--- config.mk ---
export PLATFORM = sky130hd
export DESIGN_NAME = wlr_hist
export DESIGN_NICKNAME = d
export VERILOG_FILES = /design/src/hw/rtl/wlr_pkg.sv /design/src/hw/rtl/wlr_hist.sv
export SDC_FILE = /design/constraint.sdc
export NUM_CORES = 2
export LEC_CHECK = 0
export ABC_CLOCK_PERIOD_IN_PS = 6900
export CAP_MARGIN = 20
export CELL_PAD_IN_SITES_DETAIL_PLACEMENT = 2
export CELL_PAD_IN_SITES_GLOBAL_PLACEMENT = 2
export CORE_MARGIN = 2
export CORE_UTILIZATION = 35
export CTS_CLUSTER_SIZE = 10
export DETAILED_ROUTE_END_ITERATION = 10
export DONT_BUFFER_PORTS = 1
export HOLD_SLACK_MARGIN = 0.03
export PLACE_DENSITY_LB_ADDON = 0.1
export SYNTH_ARGS = -nofsm -noshare
export SYNTH_HDL_FRONTEND = slang
export SYNTH_SLANG_ARGS = --single-unit
export TNS_END_PERCENT = 100
--- constraint.sdc ---
create_clock -name i_clk -period 6.9 [get_ports i_clk]
set_clock_uncertainty 0.15 [all_clocks]
set_input_delay 1.38 -clock i_clk [delete_from_list [all_inputs] [get_ports i_clk]]
set_output_delay 1.38 -clock i_clk [all_outputs]
set_load 0.01 [all_outputs]
--- src/hw/rtl/wlr_pkg.sv ---
// Shared types and constants for the windowed loss ratio estimator.
// Used by wlr_hist, wlr_div and the top level; depends on nothing else.
`default_nettype none

package wlr_pkg;

    localparam int HISTORY_DEPTH_DEF = 64;
    localparam int TIME_BITS_DEF     = 40;

    localparam int WINDOW_W = 40;
    localparam int COUNT_W  = 16;
    localparam int RATIO_W  = 24;
    localparam int FRAC_W   = 16;
    // Integer bits of the ratio; also the shift that splits the dividend.
    localparam int INT_W    = RATIO_W - FRAC_W;

    localparam logic [WINDOW_W-1:0] WINDOW_RESET = WINDOW_W'(1000000);
    localparam logic [RATIO_W-1:0]  RATIO_ONE    = RATIO_W'(1) << FRAC_W;
    localparam logic [RATIO_W-1:0]  RATIO_MAX    = {RATIO_W{1'b1}};

    typedef enum logic [1:0] {
        KIND_SEND  = 2'd0,
        KIND_RETX  = 2'd1,
        KIND_QUERY = 2'd2,
        KIND_NONE  = 2'd3
    } t_kind;

    // Commands into one history FIFO; push and pop are never high together.
    typedef struct packed {
        logic push;
        logic pop;
    } t_hist_ctl;

endpackage

`default_nettype wire

--- src/hw/rtl/wlr_hist.sv ---
// One timestamped history FIFO: a synchronous memory of (time, count) entries
// with head pointer, fill count and running total. Depends on wlr_pkg.
`default_nettype none

module wlr_hist
    import wlr_pkg::*;
#(
    parameter int DEPTH  = HISTORY_DEPTH_DEF,
    parameter int TIME_W = TIME_BITS_DEF
) (
    input  wire logic                                i_clk,
    input  wire logic                                i_rst_n,
    input  wire t_hist_ctl                           i_ctl,
    input  wire logic [COUNT_W-1:0]                  i_count,
    input  wire logic [TIME_W-1:0]                   i_time,
    output logic                                     o_empty,
    output logic [COUNT_W+$clog2(DEPTH)-1:0]         o_total,
    output logic [TIME_W-1:0]                        o_head_time
);

    localparam int PTR_W   = $clog2(DEPTH);
    localparam int FILL_W  = $clog2(DEPTH + 1);
    localparam int TOTAL_W = COUNT_W + PTR_W;
    localparam int ENT_W   = TIME_W + COUNT_W;

    logic [ENT_W-1:0]   mem [DEPTH];

    logic [PTR_W-1:0]   r_head, n_head;
    logic [FILL_W-1:0]  r_fill, n_fill;
    logic [TOTAL_W-1:0] r_total, n_total;
    logic [ENT_W-1:0]   r_rd_data;

    logic               full;
    logic [PTR_W-1:0]   head_inc;
    logic [FILL_W:0]    tail_sum;
    logic [PTR_W-1:0]   tail;
    logic               wr_en;
    logic [ENT_W-1:0]   wr_data;
    logic [COUNT_W-1:0] head_count;

    assign full     = (r_fill == FILL_W'(DEPTH));
    assign o_empty  = (r_fill == '0);
    assign head_inc = (r_head == PTR_W'(DEPTH - 1)) ? '0 : r_head + 1'b1;

    // The next free slot; when the FIFO is full it is the head itself.
    assign tail_sum = (FILL_W + 1)'(r_head) + (FILL_W + 1)'(r_fill);
    assign tail     = (tail_sum >= (FILL_W + 1)'(DEPTH))
                    ? PTR_W'(tail_sum - (FILL_W + 1)'(DEPTH))
                    : PTR_W'(tail_sum);

    assign wr_en   = i_ctl.push;
    assign wr_data = {i_time, i_count};

    always_comb begin
        n_head  = r_head;
        n_fill  = r_fill;
        n_total = r_total;
        if (i_ctl.push) begin
            if (full) begin
                // Overwrite the oldest entry and advance past it.
                n_head  = head_inc;
                n_total = r_total - TOTAL_W'(head_count) + TOTAL_W'(i_count);
            end else begin
                n_fill  = r_fill + 1'b1;
                n_total = r_total + TOTAL_W'(i_count);
            end
        end else if (i_ctl.pop) begin
            n_head  = head_inc;
            n_fill  = r_fill - 1'b1;
            n_total = r_total - TOTAL_W'(head_count);
        end
    end

    always_ff @(posedge i_clk) begin
        if (!i_rst_n) begin
            r_head  <= '0;
            r_fill  <= '0;
            r_total <= '0;
        end else begin
            r_head  <= n_head;
            r_fill  <= n_fill;
            r_total <= n_total;
        end
    end

    always_ff @(posedge i_clk) begin
        if (wr_en) begin
            mem[tail] <= wr_data;
        end
    end

    // The read port follows the next head, so the head entry is always
    // on the read register; a write to that same slot is forwarded.
    always_ff @(posedge i_clk) begin
        if (wr_en && (tail == n_head)) begin
            r_rd_data <= wr_data;
        end else begin
            r_rd_data <= mem[n_head];
        end
    end

    assign o_total     = r_total;
    assign o_head_time = r_rd_data[ENT_W-1:COUNT_W];
    assign head_count  = r_rd_data[COUNT_W-1:0];

endmodule

`default_nettype wire

==> results.yml <==
cts:
  clock_buffers_created_by_tritoncts: 417
  postCtsSetupRepairBufs: 0
  cts_sinks: 3625
  worst_setup_hold_path_clk_slew_ns: 0.05
  tritoncts: "done"
  cts.path.max_buffers: 4
  insertion_delay_ns: 0.98
  clk_root_buffer_cell: "sky130_fd_sc_hd__clkbuf_16"
  htree_num_levels: 5
sta:
  timing_hold_violations_final: 0
  actual_transition_at_the_worst_max_transition_pin_ns: 1.23
  final_number_of_max_transition_violations: 0
  slew_headroom_pct: 18.0
  finalSetupViolCount: 0
  max_freq_mhz: 150
  setup_slack_ns: 0.228
  hold-worst-slack_ns: 0.344
  period_share_pct: 96.7
  post-route-min-period_ns: 6.67
global_route:
  grt_antenna_before_repair: 12
  grt_first_pass_wirelength_um: 625000
  grt_pass1_vias: 70597
  largest_net_degree_at_the_start_of_global_routing: 92
  track_usage_pct: 22.5
  grt_total_ovfl: 0
floorplanning:
  die_width_um: 636
  fp.dieArea_um2: 404000
  design.core.area_um2: 399000
  io_pins: 123
  initial_core_utilization_pct: 35.1
  floorplan.die.height_um: 636
  rows: 232
power:
  cellLeakagePower_nw: 47.8
  cellPowerDensity_nw_per_um2: 318
  report.power.total_w: 0.0509
  ir_worst_vdd_v: 0.000218
yosys:
  postSynth.topFlopCell: "sky130_fd_sc_hd__edfxtp_1"
  avgSynthCellArea_um2: 24.6
  post-synth-top-area-fraction_pct: 77.0
  synthesis.area_um2: 140000
  post_synth_inst_count: 5677
  synth-edff-count: 3584
  synth_top_area_cell: "sky130_fd_sc_hd__edfxtp_1"
  asyncSetResetFlopFracSynth_pct: 0
  post_synth_num_cell_types: 65
  ys_top_cells_by_area: "sky130_fd_sc_hd__edfxtp_1 (77%), sky130_fd_sc_hd__mux4_2 (19%), sky130_fd_sc_hd__dfxtp_1 (0.59%), sky130_fd_sc_hd__clkbuf_1 (0.43%), sky130_fd_sc_hd__ha_1 (0.42%)"
  mappedNetlistNets: 5788
  synth-seq-cells: 3625
  yosysWarnings: 0
  yosysSeqAreaShare_pct: 77.6
routing:
  wl_per_cell_um: 39.8
  routed_wl_um: 458000
  route.detailed.drc: 0
  via_count: 66463
  detail-route-antenna-nets: 0
  via_count_normalized_by_instance_count: 5.78
  drt_iter0_markers: 6949
  drt_pre_antenna_iters: 5
placed_design:
  placed_cell_area_um2: 148000
  detailedPlace.worstSlack_ns: 0.237
  placedCellCount: 10921
  detailed_placement_wirelength_estimate_um: 239000
  io_buffer_count: 0
  gp_congestion: 0.740
cells_and_area:
  final_nets: 6187
  syn2layout_area_growth_pct: 14.5
  final_cell_area_um2: 160000
  layout-drive-gt1-share_pct: 31.9
  layoutNonFillerInstCount: 11498
critical_path:
  timing.critical_path.to_type: "output port"
  critical_path.slowest_cell: "sky130_fd_sc_hd__buf_4"
  cp_cell_sequence: "buf_12, buf_12, buf_4, buf_4, mux4_2, mux4_2, mux2_2, nand2_1, o21ai_1"
  setup_slack_of_the_worst_register_to_register_path_ns: 0.35
  cp.required_ns: 5.37
  critical_path.startpoint_type: "flop"
  worst-path-max-fanout: 46
  path_class: "reg2out"
  slowest_delay_ns: 0.71
  worst_ep_arrival_time_ns: 5.14
hold_path:
  worstHoldPathType: "in2reg"
flow_run:
  max-cap-violations: 0
outcome:
  run_status: "finished, final reports clean"
-- report_power, final --
part | internal [W] | total, W | switching (W)
Clock | 0.0110 | 0.0197 | 0.00865
Combinational | 0.00270 | 0.00609 | 0.00339
Sequential | 0.0248 | 0.0251 | 0.000259
Total | 0.0386 | 0.0509 | 0.0123
-- critical path, delay by kind of cell (launching register included) --
kind / cells / cell delay, ns
AOI/OAI and AO/OA: 1 / 0.36
and+or+nand+nor: 1 / 0.14
DFF: 1 / 0.41
muxes: 3 / 1.17
buffers and inverters: 4 / 1.86
-- sequential cells by signal (all words and copies together) (netlist names), named ones only --
name,count
mem,3584
o_total,22
r_fill,7
r_head,6
-- routing by layer --
metal / vias up / GRT usage (%) / wire length [um]
li1: 25363 / - / -
met1: 38640 / 31.9 / 200000
met2: 1906 / 37.3 / 226000
met3: 554 / 2.94 / 22400
met4: 0 / 4.74 / 9860
met5: - / 0 / 0
-- stage by stage --
step / TNS [ns] / utilization [%]
final: 0 / 40.1
after global routing: -0.0177 / 40.1
after CTS: 0 / 40.1
after detailed placement: 0 / 37.2
after global placement: 0 / 37.2
after floorplan: 0 / -
-- final timing paths --
path	depth (start not counted)	startpoint	endpoint
hold reg to reg	1	r_head[5]$_SDFF_PN0_	flop
setup reg to reg	21	flop	o_total[18]$_SDFFE_PN0P_
hold / removal	0	i_time[4]	mem[34][20]$_DFFE_PP_
setup / recovery	9	flop	o_head_time[14]
-- placed cells by master (no fill, tap or decap), types with 22 or more instances in the layout --
cell type	instances
sky130_fd_sc_hd__buf_4	190
sky130_fd_sc_hd__buf_12	62
sky130_fd_sc_hd__o21ai_0	29
sky130_fd_sc_hd__nor2_4	64
sky130_fd_sc_hd__dfxtp_1	35
sky130_fd_sc_hd__ha_1	47
sky130_fd_sc_hd__a21oi_1	44
sky130_fd_sc_hd__clkinv_1	30
sky130_fd_sc_hd__xnor2_1	31
sky130_fd_sc_hd__clkbuf_16	421
sky130_fd_sc_hd__clkbuf_1	93
sky130_fd_sc_hd__xor2_1	22
sky130_fd_sc_hd__nor2_1	47
sky130_fd_sc_hd__edfxtp_1	3584
sky130_fd_sc_hd__mux4_2	1163
sky130_fd_sc_hd__nand2_1	86
-- synth_stat cells, drive strengths merged (2+ instances only) --
library cell	instances
nand4	5
edfxtp	3584
dfxtp	41
and2	10
a221oi	4
nor4	3
ha	47
xnor2	31
o311ai	2
xor2	22
nand3	19
o2111ai	2
nor2b	8
a31o	2
or4	3
o21bai	6
o31ai	4
or2	2
mux2i	22
nor2	111
nor3	11
fa	4
mux4	1163
a211oi	19
a31oi	3
buf	126
nand2b	9
or3	4
inv	23
o21ai	33
and3	4
mux2	14
nand2	86
a21o	13
o21a	6
o211ai	7
clkbuf	159
a21oi	50
-- final cells by class --
cell class	count	area, um^2
clock inverters	60	579
fillers	36133	239000
diodes	2	5.00
well taps	5265	6590
clock buffers	514	10900
flip-flops and latches	3625	108000
inverters	23	93.8
repair buffers	265	2860
multi-input cells	1744	30500
-- logic make-up (layout without fill, tap and decap cells) --
group                    after synthesis  count (layout)  share of synthesized area, %
other                                  0               2                             0
AO/OA/AOI/OAI                        165             165                         0.782
adder cells (fa/ha/maj)               51              51                         0.478
buffers and inverters                308             862                         0.952
XOR/XNOR                              53              53                         0.332
flip-flops                          3625            3625                          77.6
AND/OR/NAND/NOR                      276             276                         0.874
multiplexers                        1199            1199                          19.0
-- timing repair --
action | CTS | global route
pin swaps | 0 | 2
hold buffers | 0 | 0
gates resized for setup | 6 | 18
hold endpoints to repair | 0 | 0
endpoints found under the setup margin | 13 | 12
Note: power is estimated with default switching activity, not from simulation.
